[config.mk]
export PLATFORM = sky130hd
export DESIGN_NAME = rbp_ram
export DESIGN_NICKNAME = d
export VERILOG_FILES = /design/src/rtl/rbp_ram.sv
export SDC_FILE = /design/constraint.sdc
export NUM_CORES = 1
export LEC_CHECK = 0
export ABC_AREA = 1
export BUFFER_PORTS_ARGS = -buffer_cell sky130_fd_sc_hd__buf_2
export CAP_MARGIN = 20
export CELL_PAD_IN_SITES_DETAIL_PLACEMENT = 1
export CELL_PAD_IN_SITES_GLOBAL_PLACEMENT = 2
export CORE_ASPECT_RATIO = 0.75
export CORE_MARGIN = 2
export CORE_UTILIZATION = 38
export CTS_BUF_LIST = sky130_fd_sc_hd__clkbuf_4 sky130_fd_sc_hd__clkbuf_8
export CTS_CLUSTER_DIAMETER = 100
export CTS_CLUSTER_SIZE = 28
export DETAILED_ROUTE_END_ITERATION = 8
export PLACE_DENSITY = 0.76
export SLEW_MARGIN = 25
export SYNTH_ARGS = -nofsm -noshare
export SYNTH_HDL_FRONTEND = slang
export SYNTH_SLANG_ARGS = --single-unit
[constraint.sdc]
create_clock -name clk -period 1 [get_ports clk]
set_input_delay 0.05 -clock clk [delete_from_list [all_inputs] [get_ports clk]]
set_output_delay 0.05 -clock clk [all_outputs]
set_load 0.05 [all_outputs]
[src/rtl/rbp_ram.sv]
// Generic single-clock RAM with one write port and one registered read port.
// No dependencies; the accumulator store of the pooling core is one instance.

module rbp_ram #(
	parameter int WIDTH = 8,
	parameter int DEPTH = 16
) (
	input  logic                     clk,
	input  logic                     we,
	input  logic [$clog2(DEPTH)-1:0] waddr,
	input  logic [WIDTH-1:0]         wdata,
	input  logic                     re,
	input  logic [$clog2(DEPTH)-1:0] raddr,
	output logic [WIDTH-1:0]         rdata
);

	logic [WIDTH-1:0] mem [DEPTH];

	// Write port, and read port returning the old contents on a collision.
	always_ff @(posedge clk) begin
		if (we) begin
			mem[waddr] <= wdata;
		end
		if (re) begin
			rdata <= mem[raddr];
		end
	end

endmodule

Word-level counts from Yosys, hierarchy flattened
Memories as Yosys holds them, arrays and structs flattened. A register that Yosys moved wholly into a read port is not among the register bits.
Index checks and enable logic that the tools add are counted.
{"block": "op_classes", "n_mux": 2}
{"cell": "$mux 1", "n": 2}
{"block": "word_totals", "reg_bits": 0, "ramBits": 128, "in_bits": 19, "elab_cells": 3, "mem_count": 1}
{"memory": "mem", "words": 16, "word_bits": 8, "rd": 1, "rd_ports_with_merged_regs": 1, "wr": 1, "line": "17", "rtl": "logic [WIDTH-1:0] mem [DEPTH];"}

Logic depth before layout (Yosys ltp)
{"block": "depth", "depth_word": 2, "ltp_mapped": 8, "ltp_nobuf": 7}

Least setup slack after synthesis
No wires, ideal clock.
{"block": "synth_path", "kind": "input port to flip-flop", "start": "input port waddr[3]", "end": "memory mem[4][0], enable pin", "required_time_ps": 630, "path_stages": 2, "setup_ps": 370, "arrival_time_ps": 631, "path_slack_ps": -1, "path_cell_list": "nand3b_1 > nor2_1"}
{"element": "start, declared", "line": "10", "rtl": "input logic [$clog2(DEPTH)-1:0] waddr,"}
{"element": "end, declared", "line": "17"}
Straight into the memory's write port.

Worst setup path after layout
{"block": "layout_path", "start": "register rdata[3] (read register of mem)", "end": "output port rdata[3]"}
{"element": "start, declared", "line": "14", "rtl": "output logic [WIDTH-1:0] rdata"}
No word-level cell between the ends.

==> run summary <==
=================================================================================
Outcome                                                              finished, violations left
Violations in the final reports                                      setup timing
Instance area after placement                                            6590 um2
Power per cell area                                                   1670 nW/um2
Crit Reg-Reg Endpoint                                                    rdata[1]
Cell count of the worst hold path                                               1
Endpoints failing hold                                                          0
Family with the most delay on the worst path                           flip-flops
Buffers and inverters on the worst path                                         1
Clock transition at the registers of the reported paths                   0.08 ns
Slew Limit Fails                                                                0
Post-synthesis register bit count                                             136
Area growth syn-to-layout                                                   28.7%
Count of mapped cells out of synthesis                                        551
First-pass GRT wire length                                              25,600 um
Biggest area contributors in the synthesized netlist                 sky130_fd_sc_hd__edfxtp_1, sky130_fd_sc_hd__nand2_1, sky130_fd_sc_hd__nand3_1
GRT Residual Overflow                                                           0
Area of the die                                                        16,400 um2
Slew headroom                                                               62.9%
Number of nets in the finished design                                         641
Clock Sinks                                                                   136
Most frequent cell after synthesis                                   sky130_fd_sc_hd__nand2_1
Share of power burned in combinational logic                                10.2%
Worst hold slack across all endpoints                                   0.0411 ns
Diodes inserted                                                                 0
RSZ-0062 raised after global routing                                          yes
Type of element capturing the critical path                            output pin
Kind of critical path                                                     reg2out
Width of the chip                                                          147 um
Power share of the sequential group                                         51.6%
Source-to-sink clock delay at the later pin of the worst-skew pair        0.43 ns
Sw frac                                                                     23.6%
Bufs on Longest Clock Path                                                      2
Fmax achieved                                                             873 MHz
Overall fraction of global-route tracks in use                              21.5%
Hold_sp                                                                  wdata[2]
Number of synthesized flops with an enable pin                                136
Number of unique standard cell types used by synthesis                         11
Largest voltage drop on the vdd net                                        900 uV
Internal cell power                                                       9.57 mW
Worst-case hold path end point                                          mem[2][2]
DRC marker count from the first detailed-route iteration                      235
Number of placement rows                                                       39
Maximum number of pins on one net before global-route repair                   39
Final period demand of the worst path                                     1.15 ns
Cell type with the largest total area after synthesis                sky130_fd_sc_hd__edfxtp_1
RR Startpoint                                                           mem[3][1]
Area fraction of the dominant cell type after synthesis                     69.8%
Pre-Repair DR Iteration Count                                                   5
Design area                                                              7530 um2
Number of fill cells                                                        1,629
Cell Area, Synth                                                         5850 um2
Critical path fanouts, max                                                      1
Static leakage                                                            3.23 nW
TritonCTS clock tree                                                         done
HP Class                                                                   in2reg
Via count of the first global-routing pass                                  4,250
Post CTS Setup Buffer Count                                                     0
Reported max-cap violation count                                                0
Synth async-reset ratio                                                        0%
Transition time at the pin with the least slew margin                    0.555 ns
Ranking of synthesized cells by instance count                       sky130_fd_sc_hd__nand2_1, sky130_fd_sc_hd__edfxtp_1, sky130_fd_sc_hd__inv_1, sky130_fd_sc_hd__nand3_1, sky130_fd_sc_hd__nor2_1
Synth warnings                                                                  0
PortBufs                                                                       26
I/O pin cnt                                                                    27
Cell-by-cell listing of the critical path                                   buf_6
Share of post-route cells with drive strength above 1                       33.1%
Routability cong.                                                           0.825
DR vias/cell                                                                 4.86
Number of placed instances, taps included                                     807
Longest individual stage delay on the worst path                          0.47 ns
Required time at the worst-slack endpoint                                 0.95 ns
Initial antenna violation count                                                 0
Logic depth of the worst register-to-register path                              6
Part of the Yosys area used for sequential elements                         69.8%
Worst-path cell with the longest stage delay                         sky130_fd_sc_hd__edfxtp_1
Top_reg_cell synth                                                   sky130_fd_sc_hd__edfxtp_1
Worst Clk Skew                                                          0.0130 ns
Post-DP HPWL                                                            11,400 um
Startpoint type of the worst setup path                                  register
Part of the cycle the worst path needs                                       115%
DRC violation count after routing                                               0
Die Height                                                                 111 um
Synthesized Nets                                                              570
Setup violations, final                                                        16
Data arrival at the endpoint of the critical path                         1.10 ns
Proportion of power drawn by the clock network                              38.2%
Starting density of the core                                                38.7%
Clock root buffer                                                    sky130_fd_sc_hd__clkbuf_8
Clock buffers created by TritonCTS                                             17
Reg2Reg Setup Slack                                                      -0.12 ns
Count of H-tree levels built during CTS                                         4
Net switching power figure                                                2.96 mW
Final core utilization                                                      49.8%
Total detailed-routing wirelength                                       17,000 um
Vias after detailed routing                                                 4,082
Pwr Total                                                                 12.5 mW
Worst setup slack after layout                                          -0.145 ns
Mean routed wirelength per cell                                           20.2 um
Final Instance Count excl. Fillers                                            840
Syn avg cell area                                                        10.6 um2
Final antenna-violating net count                                               0
Core region area                                                       15,100 um2
=================================================================================
[kinds of logic (layout without fill, tap and decap cells)]
kind of cell           count (synthesis)  after routing  share of synthesized area [%]
buffers and inverters                126            210                           9.39
DFF                                  136            136                           69.8
and+or+nand+nor                      289            289                           20.8
[worst max path at each step]
| stage | start | end | slack (ns) | cells after the start |
|---|---|---|---|---|
| after floorplan | waddr[3] | mem[4][0] | -0.0008 | 2 |
| after CTS | rdata[3] | rdata[3] | -0.16 | 1 |
| final | rdata[3] | rdata[3] | -0.15 | 1 |
| after global placement | raddr[1] | rdata[4] | -0.33 | 7 |
| after global routing | mem[3][1] | rdata[1] | -0.19 | 6 |
| after detailed placement | raddr[0] | rdata[0] | -0.33 | 8 |
[layer usage]
| metal | up-vias | global-route usage [%] | part of all wire [%] |
|---|---|---|---|
| li1 | 1923 | - | - |
| met1 | 2062 | 33.0 | 49 |
| met2 | 82 | 31.7 | 45 |
| met3 | 15 | 4.10 | 3.9 |
| met4 | 0 | 4.68 | 1.2 |
| met5 | - | 0 | 0 |
[cell type report]
class                   count  area, um2  share of cell area [%]
flip-flops and latches    136       4080                    54.3
multi-input cells         289       1670                    22.2
repair buffers             76        708                    9.41
clock inverters            14        180                    2.39
clock buffers              18        241                    3.21
inverters                 102        383                    5.09
well taps                 205        256                    3.41
[power by group through the flow]
stage	registers, mW	logic [mW]	clock network [mW]
global placement	6.58	1.05	0
finish	6.46	1.27	4.79
floorplan	6.67	0.450	0
CTS	6.46	1.18	4.91
detailed placement	6.59	1.07	0
global route	6.47	1.37	5.11
[stage by stage]
step / worst slack, ns / setup TNS [ns]
after floorplan: -0.000845 / -0.0540
after global placement: -0.335 / -6.08
after detailed placement: -0.331 / -10.38
after CTS: -0.157 / -1.47
after global routing: -0.193 / -2.06
final: -0.145 / -1.30
[state kept, by name, indices dropped and copies added (netlist names)]
name	count
mem	128
rdata	8
[repair_timing]
action / 4_1_cts / 5_1_grt
pin swaps: 37 / 37
resized for setup: 60 / 63
hold buffers: 1 / 0
hold endpoints to repair: 8 / 0
endpoints found under the setup margin: 16 / 16
[placed cells by master, fill, tap and decap left out]
cell	Yosys	final
sky130_fd_sc_hd__nand2_1	173	147
sky130_fd_sc_hd__nand3b_1	2	2
sky130_fd_sc_hd__bufinv_16	0	4
sky130_fd_sc_hd__nand3_1	97	22
sky130_fd_sc_hd__nand2_4	0	1
sky130_fd_sc_hd__buf_6	6	8
sky130_fd_sc_hd__inv_6	0	1
sky130_fd_sc_hd__clkbuf_8	0	17
sky130_fd_sc_hd__dlygate4sd3_1	0	1
sky130_fd_sc_hd__nand2_2	0	25
sky130_fd_sc_hd__edfxtp_1	136	136
sky130_fd_sc_hd__inv_1	100	97
sky130_fd_sc_hd__clkinv_2	0	3
sky130_fd_sc_hd__nand3_4	0	2
sky130_fd_sc_hd__buf_12	0	12
sky130_fd_sc_hd__nor2_1	17	17
sky130_fd_sc_hd__clkinv_4	0	2
sky130_fd_sc_hd__clkbuf_4	0	1
sky130_fd_sc_hd__inv_2	2	5
sky130_fd_sc_hd__nand3_2	0	73
sky130_fd_sc_hd__clkinvlp_4	0	1
sky130_fd_sc_hd__buf_4	4	37
sky130_fd_sc_hd__clkinv_1	0	3
sky130_fd_sc_hd__buf_2	13	18
Power figures use the tool's default switching activity.
