==> src/rtl/rbp_pkg.sv <==
// Shared constants, types and helper functions of the raster block pooling core.
// Used by rbp_recip and raster_block_pooling_core; depends on nothing else.

package rbp_pkg;

	// Sizing of the core
	localparam int MAX_WIDTH = 4096;
	localparam int MAX_BLOCK = 64;

	// Field and register widths
	localparam int PIX_W      = 16;
	localparam int OUT_W      = 32;
	localparam int IW_W       = 13;
	localparam int IH_W       = 16;
	localparam int BS_W       = 7;
	localparam int MODE_W     = 2;
	localparam int CFG_IDX_W  = 2;
	localparam int CFG_DATA_W = 16;

	// Derived widths
	localparam int COL_W   = $clog2(MAX_WIDTH);
	localparam int EW_W    = $clog2(MAX_WIDTH + 1);
	localparam int ROW_W   = IH_W;
	localparam int CIB_W   = $clog2(MAX_BLOCK);
	localparam int B_W     = $clog2(MAX_BLOCK + 1);
	localparam int AREA_W  = 2 * $clog2(MAX_BLOCK) + 1;
	localparam int ACC_W   = PIX_W + 2 * $clog2(MAX_BLOCK);
	localparam int RES_W   = ACC_W + 1;
	localparam int L_MAX   = 2 * $clog2(MAX_BLOCK);
	localparam int L_W     = $clog2(L_MAX + 1);
	localparam int M_W     = ACC_W + 2;
	localparam int PROD_W  = ACC_W + M_W;
	localparam int NUM_W   = ACC_W + L_MAX + 1;
	localparam int CNT_W   = $clog2(NUM_W);

	// Register indexes
	localparam logic [CFG_IDX_W-1:0] REG_WIDTH  = 2'd0;
	localparam logic [CFG_IDX_W-1:0] REG_HEIGHT = 2'd1;
	localparam logic [CFG_IDX_W-1:0] REG_BLOCK  = 2'd2;
	localparam logic [CFG_IDX_W-1:0] REG_MODE   = 2'd3;

	// Statistic codes
	localparam logic [MODE_W-1:0] MODE_MEAN = 2'd0;
	localparam logic [MODE_W-1:0] MODE_SUM  = 2'd1;
	localparam logic [MODE_W-1:0] MODE_MIN  = 2'd2;
	localparam logic [MODE_W-1:0] MODE_MAX  = 2'd3;

	// Register values after reset
	localparam logic [IW_W-1:0]   RST_WIDTH  = 13'd640;
	localparam logic [IH_W-1:0]   RST_HEIGHT = 16'd480;
	localparam logic [BS_W-1:0]   RST_BLOCK  = 7'd2;
	localparam logic [MODE_W-1:0] RST_MODE   = MODE_MEAN;

	// Reciprocal of the block area as seen by the mean path
	typedef struct packed {
		logic             busy;
		logic [M_W-1:0]   mult;
		logic [L_W-1:0]   shift;
	} rbp_recip_t;

	// Smallest l with 2**l >= area
	function automatic logic [L_W-1:0] ceil_log2(input logic [AREA_W-1:0] area);
		logic [L_W-1:0] l;
		l = L_W'(L_MAX);
		for (int i = L_MAX; i >= 0; i--) begin
			if ((32'd1 << i) >= 32'(area)) begin
				l = L_W'(i);
			end
		end
		return l;
	endfunction

	// Clamp a result to the signed 32-bit output range
	function automatic logic [OUT_W-1:0] sat_out(input logic signed [RES_W-1:0] v);
		logic [OUT_W-1:0] r;
		if (64'(longint'(v)) > 64'sd2147483647) begin
			r = 32'h7FFF_FFFF;
		end else if (longint'(v) < -64'sd2147483648) begin
			r = 32'h8000_0000;
		end else begin
			r = 32'(v);
		end
		return r;
	endfunction

endpackage

==> src/rtl/rbp_recip.sv <==
// Reciprocal unit: works out m = ceil(2**(ACC_W+l) / area) one quotient bit per cycle.
// Depends on rbp_pkg; used by raster_block_pooling_core for the mean.

module rbp_recip
	import rbp_pkg::*;
(
	input  logic              clk,
	input  logic              arst_n,
	input  logic              start,
	input  logic [AREA_W-1:0] area,
	output rbp_recip_t        recip
);

	logic              going_q;
	logic [CNT_W-1:0]  cnt_q;
	logic [AREA_W-1:0] div_q;
	logic [AREA_W-1:0] rem_q;
	logic [NUM_W-1:0]  quo_q;
	logic [L_W-1:0]    lw_q;
	logic [M_W-1:0]    mult_q;
	logic [L_W-1:0]    shift_q;

	logic              num_bit;
	logic [AREA_W:0]   rem_sh;
	logic              fits;
	logic [AREA_W-1:0] rem_nx;
	logic [NUM_W-1:0]  quo_nx;

	// One restoring division step; the dividend holds a single one at bit ACC_W+l.
	always_comb begin
		num_bit = (32'(cnt_q) == ACC_W + 32'(lw_q));
		rem_sh  = {rem_q, num_bit};
		fits    = (rem_sh >= {1'b0, div_q});
		rem_nx  = fits ? AREA_W'(rem_sh - {1'b0, div_q}) : rem_q << 1 | AREA_W'(num_bit);
		quo_nx  = {quo_q[NUM_W-2:0], fits};
	end

	// Sequencer of the division.
	always_ff @(posedge clk or negedge arst_n) begin
		if (!arst_n) begin
			going_q <= 1'b0;
			cnt_q   <= '0;
		end else if (start) begin
			going_q <= 1'b1;
			cnt_q   <= CNT_W'(NUM_W - 1);
		end else if (going_q) begin
			if (cnt_q == '0) begin
				going_q <= 1'b0;
			end else begin
				cnt_q <= cnt_q - 1'b1;
			end
		end
	end

	// Datapath of the division and the result registers.
	always_ff @(posedge clk) begin
		if (start) begin
			div_q <= area;
			lw_q  <= ceil_log2(area);
			rem_q <= '0;
			quo_q <= '0;
		end else if (going_q) begin
			rem_q <= rem_nx;
			quo_q <= quo_nx;
			if (cnt_q == '0) begin
				mult_q  <= M_W'(quo_nx) + M_W'(rem_nx != '0);
				shift_q <= lw_q;
			end
		end
	end

	assign recip.busy  = going_q;
	assign recip.mult  = mult_q;
	assign recip.shift = shift_q;

endmodule

==> config.mk <==
export PLATFORM = sky130hd
export DESIGN_NAME = rbp_recip
export DESIGN_NICKNAME = d
export VERILOG_FILES = /design/src/rtl/rbp_pkg.sv /design/src/rtl/rbp_recip.sv
export SDC_FILE = /design/constraint.sdc
export NUM_CORES = 1
export LEC_CHECK = 0
export BUFFER_PORTS_ARGS = -buffer_cell sky130_fd_sc_hd__buf_2
export CORE_UTILIZATION = 55
export CTS_CLUSTER_DIAMETER = 30
export DETAILED_ROUTE_END_ITERATION = 7
export HOLD_SLACK_MARGIN = 0.15
export PLACE_DENSITY = 0.73
export SLEW_MARGIN = 20
export SYNTH_ARGS = -nofsm -noshare
export SYNTH_HDL_FRONTEND = slang
export SYNTH_SLANG_ARGS = --single-unit
==> constraint.sdc <==
create_clock -name clk -period 8.04 [get_ports clk]
set_clock_uncertainty 0.1 [all_clocks]
set_input_delay 0.402 -clock clk [delete_from_list [all_inputs] [get_ports clk]]
set_output_delay 0.402 -clock clk [all_outputs]
set_load 0.01 [all_outputs]
== After elaboration in Yosys (flattened, before gate mapping) ==
Index checks and enable logic that the tools add are counted.

* Memories kept: 0
* Latch bits: 0
* Word-level logic and storage cells: 58
* Bits in writable memories: 0
* Bits of input ports: 16
* Output and inout port bits: 35
* Flip-flop bits (word level): 100
* ROM bits: 0

* Divide/modulo/power cells: 0
* Add/sub/neg operators: 4
* Reduce and logical (&&, ||, !) cells: 8
* Bitwise logic cells: 2
* Multiplexer cells: 18
* Shift operators: 0
* $mul: 0
* Equal/unequal tests: 2
* Magnitude comparators: 13

{| class="wikitable"
|+ Operators by type and width
! kind !! count
|-
| 30-bit by 1-bit adder with 30-bit output || 1
|-
| 6-bit 2-to-1 mux || 3
|-
| 3-bit 2-to-1 mux || 5
|-
| 14-bit by 13-bit greater-or-equal comparator with 1-bit output || 1
|-
| 1-bit by 13-bit greater-or-equal comparator with 1-bit output (first input constant) || 1
|-
| 10-bit by 13-bit greater-or-equal comparator with 1-bit output (first input constant) || 1
|-
| 11-bit by 13-bit greater-or-equal comparator with 1-bit output (first input constant) || 1
|-
| 12-bit by 13-bit greater-or-equal comparator with 1-bit output (first input constant) || 1
|-
| 2-bit by 13-bit greater-or-equal comparator with 1-bit output (first input constant) || 1
|-
| 3-bit by 13-bit greater-or-equal comparator with 1-bit output (first input constant) || 1
|-
| 4-bit by 13-bit greater-or-equal comparator with 1-bit output (first input constant) || 1
|-
| 5-bit by 13-bit greater-or-equal comparator with 1-bit output (first input constant) || 1
|-
| 6-bit by 13-bit greater-or-equal comparator with 1-bit output (first input constant) || 1
|-
| 7-bit by 13-bit greater-or-equal comparator with 1-bit output (first input constant) || 1
|-
| 8-bit by 13-bit greater-or-equal comparator with 1-bit output (first input constant) || 1
|-
| 9-bit by 13-bit greater-or-equal comparator with 1-bit output (first input constant) || 1
|-
| 13-bit 2-to-1 mux || 1
|-
| 13-bit by 1-bit bitwise OR with 13-bit output || 1
|-
| 13-bit nonzero test || 1
|-
| 13-bit subtractor || 1
|-
| 4-bit 2-to-1 mux || 3
|-
| 8-bit OR reduction || 1
|-
| 5-bit by 4-bit adder with 6-bit output (first input constant) || 1
|-
| 6-bit equality test || 1
|-
| 11 further kinds || 15
|}

== Logic depth before layout (Yosys ltp) ==
Gate-level depths: netlist of run 1.

* Depth in word-level cells: 12
* Mapped depth: 25
* Mapped depth without buffers: 24

== Worst setup path after synthesis of run 1 ==
Ideal clock, no wire load.

* Path kind: register to register
* From: register lw_q[2]
* To: register mult_q[24] (data pin)
* Data arrival time: 4.168 ns
* Cell stages (with the launch flop): 23
* Path buffers: 0
* Setup time: 0.258 ns
* Path slack: 3.513 ns
* Data required time: 7.682 ns
* Period minus slack after synthesis: 4.527 ns
* Cells stage by stage: edfxtp_1 > inv_1 > ha_1 > xnor2_1 > nor4_1 > nand2_1 > ha_1 > inv_1 > fa_1 > a211oi_4 > nor4_2 > or4_1 > nand3_1 > nor4_1 > a22o_1 > nand4_1 > ha_1 > ha_1 > and3_1 > nor2b_1 > and2_1 > nand4_1 > xnor2_1

* Word-level cells in the longest chain between the ends: 6
* Elaborated cells between the ends (all ways): 8
* Classes of those cells: add/sub (3); order compare (1); eq/ne (1); mux (1); bitwise (1); reduce/logical (1)

{| class="wikitable"
|+ RTL lines
! element !! RTL line !! text
|-
| start: declaration || rbp_recip.sv:19 || <nowiki>logic [L_W-1:0] lw_q;</nowiki>
|-
| start signal: assignment || rbp_recip.sv:59 || <nowiki>lw_q <= ceil_log2(area);</nowiki>
|-
| 5-bit by 4-bit adder with 6-bit output * || rbp_recip.sv:31 || <nowiki>num_bit = (32'(cnt_q) == ACC_W + 32'(lw_q));</nowiki>
|-
| 6-bit equality test * || rbp_recip.sv:31 ||
|-
| 13-bit subtractor (tied with other cells) || rbp_recip.sv:34 || <nowiki>rem_nx = fits ? AREA_W'(rem_sh - {1'b0, div_q}) : rem_q << 1 | AREA_W'(num_bit);</nowiki>
|-
| 13-bit 2-to-1 mux || rbp_recip.sv:34 ||
|-
| 13-bit nonzero test || rbp_recip.sv:66 || <nowiki>mult_q <= M_W'(quo_nx) + M_W'(rem_nx != '0);</nowiki>
|-
| 30-bit by 1-bit adder with 30-bit output * || rbp_recip.sv:66 ||
|-
| end signal: assignment || rbp_recip.sv:66 ||
|-
| end: declaration || rbp_recip.sv:20 || <nowiki>logic [M_W-1:0] mult_q;</nowiki>
|}

Mark *: on every way between the ends. The rest lies on a longest branch, timed or not.
A chain may end at the register's enable or synchronous reset.

== Worst setup path after layout of run 1 ==
* From: register lw_q[2]
* To: register mult_q[28] (data pin)

* Word-level cells in the longest chain between the ends: 6
* Elaborated cells between the ends (all ways): 8
* Classes of those cells: add/sub (3); order compare (1); eq/ne (1); mux (1); bitwise (1); reduce/logical (1)

{| class="wikitable"
|+ RTL lines
! element !! RTL line !! text
|-
| 5-bit by 4-bit adder with 6-bit output * || rbp_recip.sv:31 ||
|-
| 6-bit equality test * || rbp_recip.sv:31 ||
|-
| 14-bit by 13-bit greater-or-equal comparator with 1-bit output * || rbp_recip.sv:33 || <nowiki>fits = (rem_sh >= {1'b0, div_q});</nowiki>
|-
| net fits || rbp_recip.sv:25 || <nowiki>logic fits;</nowiki>
|-
| 13-bit 2-to-1 mux || rbp_recip.sv:34 ||
|-
| 13-bit nonzero test || rbp_recip.sv:66 ||
|-
| 30-bit by 1-bit adder with 30-bit output * || rbp_recip.sv:66 ||
|}

The timed path passes the listed nets; every way through them passes the cells marked *.

==> results of run 1 <==
==> per-layer routing <==
metal  share of wire (%)  global-route usage, %  vias to the layer above
li1                    -                      -                     1878
met1                  47                   28.0                     1717
met2                  47                   33.2                       88
met3                 3.8                   4.04                       18
met4                 1.9                   8.50                        0
met5                   0                      0                        -
==> through the flow <==
step	hold slack [ps]	setup WS, ps	power (uW)	std cells
after global routing	151	1780	1090	668
after global placement	137	2630	707	648
after floorplan	6.41	3510	675	500
after detailed placement	139	2410	710	648
final	166	2440	1040	668
after CTS	151	2400	1050	667
==> cell families (layout without fill, tap and decap cells) <==
group / count (synthesis) / in the layout / synth area share (%)
AO/OA/AOI/OAI: 69 / 69 / 9.76
adder cells (fa/ha/maj): 19 / 19 / 4.75
flip-flops: 100 / 100 / 49.3
XOR/XNOR: 43 / 43 / 7.29
multiplexers: 41 / 41 / 7.97
AND/OR/NAND/NOR: 190 / 190 / 17.9
buffers and inverters: 38 / 95 / 3.05
==> worst min path at each step <==
stage / from / endpoint / slack [ps] / cells past startpoint
4_1_cts: area[1] / div_q[1] / 150 / 1
6_report: area[1] / div_q[1] / 170 / 1
2_1_floorplan: arst_n / cnt_q[0] / 6 / 0
3_3_place_gp: arst_n / cnt_q[4] / 140 / 1
5_1_grt: area[4] / div_q[4] / 150 / 1
3_5_place_dp: arst_n / cnt_q[4] / 140 / 1
==> cell usage after synthesis, types with 4 or more instances <==
| library cell | count |
|---|---|
| o21ai_0 | 10 |
| buf_1 | 7 |
| dfxtp_1 | 42 |
| nand4_1 | 9 |
| xor2_1 | 15 |
| nand2_1 | 36 |
| ha_1 | 18 |
| and3_1 | 8 |
| nor2_1 | 79 |
| o21a_1 | 4 |
| nand2b_1 | 4 |
| a211oi_1 | 11 |
| nand3_1 | 12 |
| xnor2_1 | 28 |
| nor2b_1 | 7 |
| a21o_1 | 4 |
| dfrtp_1 | 7 |
| inv_1 | 23 |
| mux2i_1 | 40 |
| nor3_1 | 11 |
| clkbuf_1 | 5 |
| a21oi_1 | 14 |
| edfxtp_1 | 51 |
| nor4_1 | 4 |
==> layout make-up <==
cell class / count / area (um2) / share of cell area (%)
Multi-Input combinational cell: 362 / 2470 / 42.8
Inverter: 23 / 86.3 / 1.50
Sequential cell: 100 / 2550 / 44.2
Tap cell: 111 / 139 / 2.41
Timing Repair Buffer: 56 / 305 / 5.30
Clock buffer: 9 / 124 / 2.15
Clock inverter: 7 / 92.6 / 1.61
==> flip-flops by register name, summed over array words and instances (netlist names) <==
name and flops:
quo_q 29, mult_q 30, div_q 13, going_q 1
cnt_q 6, rem_q 13, shift_q 4, lw_q 4
==> where the power goes <==
group	total, uW	internal (uW)	leakage, uW	switching, uW
clock network	339	152	0.000109	187
logic	136	59.1	0.00157	76.9
registers	566	551	0.000898	14.2
==> critical path, delay by kind of cell, from the launching register on <==
family,cells,cell delay (ps)
AO/OA/AOI/OAI,3,1240
XOR/XNOR,2,300
adder cells (fa/ha/maj),5,1350
buffers and inverters,3,390
flip-flops,1,400
multiplexers,1,210
AND/OR/NAND/NOR,9,1360
==> what timing repair did <==
item                                   4_1_cts  5_1_grt
setup buffers                                0        0
endpoints found under the hold margin        9        1
gates resized for setup                      0        0
hold buffers                                 3        1
==> results by group, run 1 <==
Worst setup path
  – Critical Path Slowest Stage Cell: a22o_1
  – CP max FO: 21
  – Worst R2R Start: lw_q[2]
  – Endpoint of the lowest-slack register-to-register path: mult_q[28]
  – Most used cell, CP: ha_1
  – Crit path launch: lw_q[2]
  – Delay of the slowest cell on the worst path: 690 ps
  – CP Launch Type: flip-flop
  – Critical path capture point type: flip-flop
  – WP data arrival: 5620 ps
  – CP Capture Point: mult_q[28]
  – Critical-path cell list: inv_1 -> ha_1 -> xnor2_1 -> nor4_1 -> nand2_1 -> ha_1 -> inv_1 -> fa_1 -> a211oi_4 -> nor3_4 -> o31ai_1 -> a22o_1 -> inv_1 -> mux2i_1 -> nand4_1 -> ha_1 -> ha_1 -> and3_1 -> nor2b_1 -> nand2_1 -> nor2_1 -> nand4_1 -> xnor2_1
  – Setup CP Type: flip-flop to flip-flop
  – R2R cell count: 23
  – Crit path required time: 8060 ps
  – FF-to-FF setup slack: 2440 ps

Cells and area
  – ANT cells: 0
  – Area Growth Syn to Fin: 11.6%
  – Most common cell after layout, fill and taps aside: nor2_1
  – Layout cells sized above 1: 15.4%
  – Most frequent cells in the layout: nor2_1, edfxtp_1, buf_2, dfxtp_1, mux2i_1
  – Final core occ: 63.0%
  – Design area: 5760 um2
  – Nets: 587
  – Layout fillers: 749

Logic synthesis
  – Asr flop ratio synth: 7.00%
  – Yosys warns: 0
  – Post-Syn Nets: 535
  – Post-synth EDFFs: 51
  – Cell taking the most area after synthesis: edfxtp_1
  – Post-synth cell types: 62
  – Syn avg cell area: 10.3 um2
  – Top cells by area, synth: edfxtp_1, dfxtp_1, mux2i_1
  – Gate Count Post-Synth: 500
  – Synth Flop Type: edfxtp_1
  – Area share of the largest cell type after synthesis: 29.6%
  – Sequential share of the synthesized area: 49.3%
  – Post-synthesis cell area: 5170 um2
  – Synth Register Bits: 100

Clock network
  – Clock tree from TritonCTS: done
  – CTS max path bufs: 2
  – Worst skew pair latency: 370 ps
  – H-tree depth: 3
  – Clock transition at the registers of the reported paths: 100 ps
  – CTS root buffer: clkbuf_8
  – TritonCTS Buffers: 9
  – CTS Sinks: 100

Timing
  – Fin crit share: 69.7%
  – Achievable frequency: 179 MHz
  – Fin Setup TNS: 0 ps
  – Max Slew Vio Count: 0
  – Fin crit period: 5600 ps
  – Slew HR: 37.8%
  – Final Hold Fails: 0
  – Worst Max-Slew Pin Slew: 931 ps
  – RSZ-0062 raised after global routing: false
  – Final setup violation count: 0

Routing
  – Drc violations: 0
  – Avg WL per Cell: 14.2 um
  – DRT Pass-1 Iters: 4
  – Vias per inst: 5.54
  – Routed Antenna Nets: 0
  – Via Count: 3701
  – Initial DRC count: 179
  – Final WL: 9.47 mm

Power and ir drop
  – Power per cell area: 181 nW/um2
  – Leakage: 0.00257 uW
  – Maximum VDD drop: 0.000121 V

Flow run
  – MaxCap Viol Count: 0

GRT
  – Vias in the first global route: 3441
  – Total GRT Usage: 20.8%
  – Initial antenna violation count: 0
  – First-pass GRT wire length: 16.2 mm
  – Total gr overflow: 0
  – Largest net degree at the start of global routing: 65

Die
  – Die Wd: 98.9 um
  – Core Rows: 35
  – Core footprint: 9150 um2
  – Die height: 98.9 um
  – Initial Utilization: 56.4%
  – I/O pin total: 51
  – Die ar.: 9790 um2

Placement
  – PortBufs: 50
  – Final HPWL DP: 6.76 mm
  – Final RePlAce weighted congestion: 0.890
  – Post-DP Area: 5510 um2

Worst hold path
  – Hold Crit Class: primary input to flip-flop

Status
  – Status: complete, no violations
Power figures use the tool's default switching activity.
==> run 2: changes to the inputs <==
==> constraint.sdc (replaced) <==
create_clock -name clk -period 5.56 [get_ports clk]
set_clock_uncertainty 0.1 [all_clocks]
set_input_delay 0.278 -clock clk [delete_from_list [all_inputs] [get_ports clk]]
set_output_delay 0.278 -clock clk [all_outputs]
set_load 0.01 [all_outputs]
==> run 2 against run 1 <==
Routed wire length increased by 2.4%. Clock-buffer cell count unchanged. Final cell count increased by 1.9%. Sequential cell count unchanged. Clock power increased by 34%. Via count increased by 1.1%. Power increased by 42%. Largest cell class unchanged. Combinational power increased by 51%. Global-route usage increased by 0.26 points.
==> results by group, run 2 (synthesized netlist as in run 1, its figures left out) <==
Worst hold path
  – Hold Crit Class: flip-flop to flip-flop

Routing
  – DRT Pass-1 Iters: 5
  – Drc violations: 0
  – Avg WL per Cell: 14.2 um
  – Vias per inst: 5.49
  – Final WL: 9.70 mm
  – Via Count: 3742
  – Routed Antenna Nets: 0
  – Initial DRC count: 204

Cells and area
  – Sequential Area: 2550 um2
  – Area Growth Syn to Fin: 13.7%
  – Most common cell after layout, fill and taps aside: nor2_1
  – Max reg flops: 30
  – Multi-input logic area: 2470 um2
  – Layout fillers: 737
  – Nets: 600
  – Layout cells sized above 1: 15.3%
  – Largest register by flop count: mult_q
  – Largest registers: mult_q: 30 flops, quo_q: 29 flops
  – Design area: 5870 um2
  – Most frequent cells in the layout: nor2_1, edfxtp_1, buf_2, dfxtp_1, mux2i_1
  – ANT cells: 0

Die
  – I/O pin total: 51
  – Initial Utilization: 56.4%
  – Core Rows: 35
  – Die Wd: 98.9 um
  – Die height: 98.9 um
  – Core footprint: 9150 um2
  – Die ar.: 9790 um2

Timing
  – Achievable frequency: 196 MHz
  – Fin crit share: 91.9%
  – RSZ-0062 raised after global routing: false
  – PnR worst setup slack: 452 ps
  – Slew HR: 36.1%
  – Max Slew Vio Count: 0
  – Final setup violation count: 0
  – Fin Setup TNS: 0 ps
  – Fin crit period: 5110 ps
  – Final Hold Fails: 0
  – Worst Max-Slew Pin Slew: 956 ps

GRT
  – Largest net degree at the start of global routing: 65
  – Total gr overflow: 0
  – First-pass GRT wire length: 16.4 mm
  – Initial antenna violation count: 0
  – Vias in the first global route: 3485
  – Total GRT Usage: 21.1%

Clock network
  – CTS root buffer: clkbuf_8
  – CTS max path bufs: 2
  – CTS Sinks: 100
  – Clock tree from TritonCTS: done
  – H-tree depth: 3
  – CTS Hold Bufs: 16
  – # Post-CTS Setup Buffers: 0
  – Clock transition at the registers of the reported paths: 110 ps
  – Worst skew pair latency: 370 ps
  – TritonCTS Buffers: 9
  – Post-CTS Resized: 0

Worst setup path
  – Crit path required time: 5600 ps
  – Critical-path cell list: inv_1 -> ha_1 -> xnor2_1 -> nor4_1 -> nand2_1 -> ha_1 -> inv_1 -> fa_1 -> a211oi_4 -> nor4_2 -> or4_1 -> nand3_1 -> nor4_1 -> a22o_1 -> nand4_1 -> ha_1 -> ha_1 -> and3_1 -> nor2b_1 -> and2_1 -> nand4_1 -> xnor2_1
  – CP Launch Type: flip-flop
  – Critical Path Slowest Stage Cell: or4_1
  – WP data arrival: 5150 ps
  – Critical path capture point type: flip-flop
  – CP max FO: 6
  – Most used cell, CP: ha_1
  – Delay of the slowest cell on the worst path: 480 ps
  – Setup CP Type: flip-flop to flip-flop

Flow run
  – MaxCap Viol Count: 0

Placement
  – Post-DP Area: 5520 um2
  – PortBufs: 50
  – Final HPWL DP: 6.78 mm
  – Pre-CTS setup slack: 479 ps
  – Final RePlAce weighted congestion: 0.925

Power and ir drop
  – Leakage: 0.00262 uW
  – Maximum VDD drop: 0.000139 V
  – Power per cell area: 251 nW/um2

Status
  – Status: complete, no violations
[run 2: cell count changes in the layout (fill, tap and decap cells not counted), sizes merged]
cell	change
inv	+1
clkinv	-1
clkinvlp	+1
dlygate4sd3	+12
bufinv	-1
buf	+1
[run 2: per-layer routing]
layer / global-route usage (%) / vias to the layer above / wire length [um]
met5: 0 / - / 0
met4: 7.92 / 0 / 132
met3: 3.12 / 11 / 358
met2: 34.4 / 80 / 4520
met1: 28.6 / 1742 / 4680
li1: - / 1909 / -
[run 2: worst paths after layout]
kind                         start         end  slack [ps]  depth (start not counted)
min                        lw_q[3]  shift_q[3]         380                          0
max in group asynchronous   arst_n     going_q        3810                          4
min reg2reg                lw_q[3]  shift_q[3]         380                          0
max reg2reg                lw_q[2]  mult_q[24]         450                         22
min in group asynchronous   arst_n    cnt_q[3]         670                          3
max                        lw_q[2]  mult_q[24]         450                         22
[run 2: worst max-delay path: cells and delay by family (launching register included)]
kind                     cells  cell delay, ps
AND/OR/NAND/NOR             11            2060
adder cells (fa/ha/maj)      5            1340
AO/OA/AOI/OAI                2             560
flip-flops                   1             390
XOR/XNOR                     2             310
buffers and inverters        2             110
[run 2: through the flow]
step	cells	utilization (%)	hold WS (ps)	power, uW
after floorplan	500	-	-118	976
after global placement	649	60.3	19.9	1020
after detailed placement	649	60.3	22.3	1030
after CTS	681	64.2	388	1490
after global routing	681	64.2	394	1540
final	681	64.2	382	1480
[run 2: final cells by class]
type	instances	share of cell area [%]
Timing Repair Buffer	69	7.37
Clock inverter	7	1.28
Multi-Input combinational cell	362	42.0
Sequential cell	100	43.4
Tap cell	111	2.36
Inverter	23	1.47
Clock buffer	9	2.11
[run 2: report_power, final]
| part | switching [uW] | total (uW) | internal (uW) |
|---|---|---|---|
| clock network | 275 | 454 | 178 |
| logic | 114 | 205 | 90.9 |
| registers | 21.3 | 818 | 797 |
| total | 410 | 1480 | 1070 |
==> run 3: changes to the inputs <==
--- a/config.mk
+++ b/config.mk
@@ -10,6 +10,7 @@
 export CTS_CLUSTER_DIAMETER = 30
 export DETAILED_ROUTE_END_ITERATION = 7
 export HOLD_SLACK_MARGIN = 0.15
+export MAX_ROUTING_LAYER = met4
 export PLACE_DENSITY = 0.73
 export SLEW_MARGIN = 20
 export SYNTH_ARGS = -nofsm -noshare
==> run 3 against run 2 <==
Final cell count did not move. Power rose by 1.0%. Worst setup slack got worse by 58 ps. Routed wire length rose by 3.2%. Design area rose by 0.23%. Die area did not move. Non-clock buffer count did not move. Via count rose by 0.69%. Clock power rose by 3%. Sequential power barely moved. Largest cell class unchanged.
==> results by group, run 3 (synthesized netlist as in run 1, its figures left out) <==
Routing
  – Routed Antenna Nets: 0
  – Via Count: 3768
  – DRT Pass-1 Iters: 4
  – Avg WL per Cell: 14.7 um
  – Drc violations: 0
  – Initial DRC count: 213
  – Vias per inst: 5.53
  – Final WL: 10.0 mm

Cells and area
  – Most frequent cells in the layout: nor2_1, edfxtp_1, buf_2, dfxtp_1, mux2i_1
  – Final core occ: 64.3%
  – Most common cell after layout, fill and taps aside: nor2_1
  – Layout fillers: 710
  – Max reg flops: 30
  – Largest register by flop count: mult_q
  – ANT cells: 0
  – Nets: 600
  – Sequential Area: 2550 um2
  – Largest registers: mult_q: 30 flops, quo_q: 29 flops
  – Multi-input logic area: 2470 um2
  – Area Growth Syn to Fin: 14.0%
  – Layout cells sized above 1: 15.3%

Worst hold path
  – Hold wc startpoint: lw_q[3]
  – Hold Crit Class: flip-flop to flip-flop
  – Worst Hold Path Cells: 0
  – Min-Delay Endpoint: shift_q[3]

Worst setup path
  – Worst R2R Start: lw_q[2]
  – CP Launch Type: flip-flop
  – Crit path required time: 5610 ps
  – FF-to-FF setup slack: 390 ps
  – R2R cell count: 22
  – Critical Path Slowest Stage Cell: nor2b_1
  – Critical path's top delay family: simple AND/OR/NAND/NOR gates
  – Instance count on the critical path: 22
  – CP max FO: 17
  – Endpoint of the lowest-slack register-to-register path: mult_q[24]
  – Critical-path cell list: inv_1 -> ha_1 -> xnor2_1 -> nor4_1 -> nand2_1 -> ha_1 -> inv_1 -> fa_1 -> a211oi_4 -> nor3_4 -> o31ai_1 -> a22o_1 -> buf_4 -> o31ai_1 -> nand4_1 -> ha_1 -> ha_1 -> and3_1 -> nor2b_1 -> and2_1 -> nand4_1 -> xnor2_1
  – Critical path capture point type: flip-flop
  – Most used cell, CP: ha_1
  – Crit path launch: lw_q[2]
  – CP bufs+invs: 3
  – WP data arrival: 5210 ps
  – Setup CP Type: flip-flop to flip-flop
  – Delay of the slowest cell on the worst path: 480 ps

Power and ir drop
  – Cell-internal power: 1070 uW
  – Total power: 1490 uW
  – Leakage: 0.00262 uW
  – Power per cell area: 253 nW/um2
  – Maximum VDD drop: 0.000170 V
  – Switching Power: 421 uW
  – Flop pwr share: 54.9%
  – Logic pwr share: 13.7%
  – Sw frac: 28.2%
  – Clk pwr share: 31.4%

Placement
  – Final RePlAce weighted congestion: 0.947
  – PortBufs: 50
  – Final HPWL DP: 7.03 mm

Clock network
  – # Post-CTS Setup Buffers: 0
  – CTS Sinks: 100
  – H-tree depth: 3
  – CTS Hold Bufs: 16
  – Clock transition at the registers of the reported paths: 120 ps
  – Clock tree from TritonCTS: done
  – CTS root buffer: clkbuf_8
  – Post-CTS Resized: 0
  – Worst skew pair latency: 380 ps
  – TritonCTS Buffers: 9
  – CTS max path bufs: 2

Die
  – Die height: 98.9 um
  – Die ar.: 9790 um2
  – Die Wd: 98.9 um
  – Core footprint: 9150 um2
  – Core Rows: 35
  – Initial Utilization: 56.4%
  – I/O pin total: 51

Timing
  – Worst Max-Slew Pin Slew: 968 ps
  – RSZ-0062 raised after global routing: false
  – Slew HR: 35.3%
  – Max Slew Vio Count: 0
  – Fin crit share: 92.9%
  – Achievable frequency: 194 MHz
  – Final setup violation count: 0
  – Fin crit period: 5170 ps
  – Final Hold Fails: 0
  – Fin Setup TNS: 0 ps

GRT
  – First-pass GRT wire length: 16.5 mm
  – Vias in the first global route: 3503
  – Largest net degree at the start of global routing: 65
  – Initial antenna violation count: 0
  – Total gr overflow: 0
  – Total GRT Usage: 22.0%

Flow run
  – MaxCap Viol Count: 0

Status
  – Status: complete, no violations
==> run 3: worst reg2reg max path, cell delays in order, from the launching register on <==
cell      delay (ps)
edfxtp_1         400
inv_1             60
ha_1             300
xnor2_1          160
nor4_1            80
nand2_1          100
ha_1             160
inv_1             50
fa_1             430
a211oi_4         390
nor3_4            90
o31ai_1          230
a22o_1           260
buf_4            260
o31ai_1          120
nand4_1           90
ha_1             220
ha_1             210
and3_1           210
nor2b_1          480
and2_1           260
nand4_1          120
xnor2_1          150
==> run 3: power by group through the flow <==
stage	Clock, uW	Combinational (uW)	Sequential (uW)
2_1_floorplan	0	147	829
3_3_place_gp	0	190	834
3_5_place_dp	0	194	835
4_1_cts	480	204	819
5_1_grt	506	227	822
6_report	469	205	819
==> run 3: cell type report <==
type                            instances  share of cell area [%]
Sequential cell                       100                    43.3
Timing Repair Buffer                   69                    7.35
Inverter                               23                    1.47
Tap cell                              111                    2.36
Clock buffer                            9                    2.10
Multi-Input combinational cell        362                    41.9
Clock inverter                          7                    1.51
==> run 3: per-layer routing <==
layer / part of all wire [%] / global-route usage [%]
met4: 1.2 / 7.00
met2: 47 / 34.3
met3: 3.6 / 3.76
met1: 48 / 29.5
met5: 0 / -
==> run 3: how the worst max path moves through the flow <==
stage,to
4_1_cts,mult_q[29]
3_5_place_dp,mult_q[29]
2_1_floorplan,mult_q[24]
5_1_grt,mult_q[29]
6_report,mult_q[24]
3_3_place_gp,mult_q[29]
==> run 3: through the flow <==
stage | instances | hold WS [ps] | area, um2 | setup WS [ps]
floorplan | 500 | -118 | 5170 | 1030
finish | 681 | 392 | 5890 | 393
CTS | 681 | 393 | 5890 | 427
detailed placement | 649 | 19.6 | 5520 | 427
global placement | 649 | 18.8 | 5520 | 592
global route | 681 | 402 | 5890 | 38.7
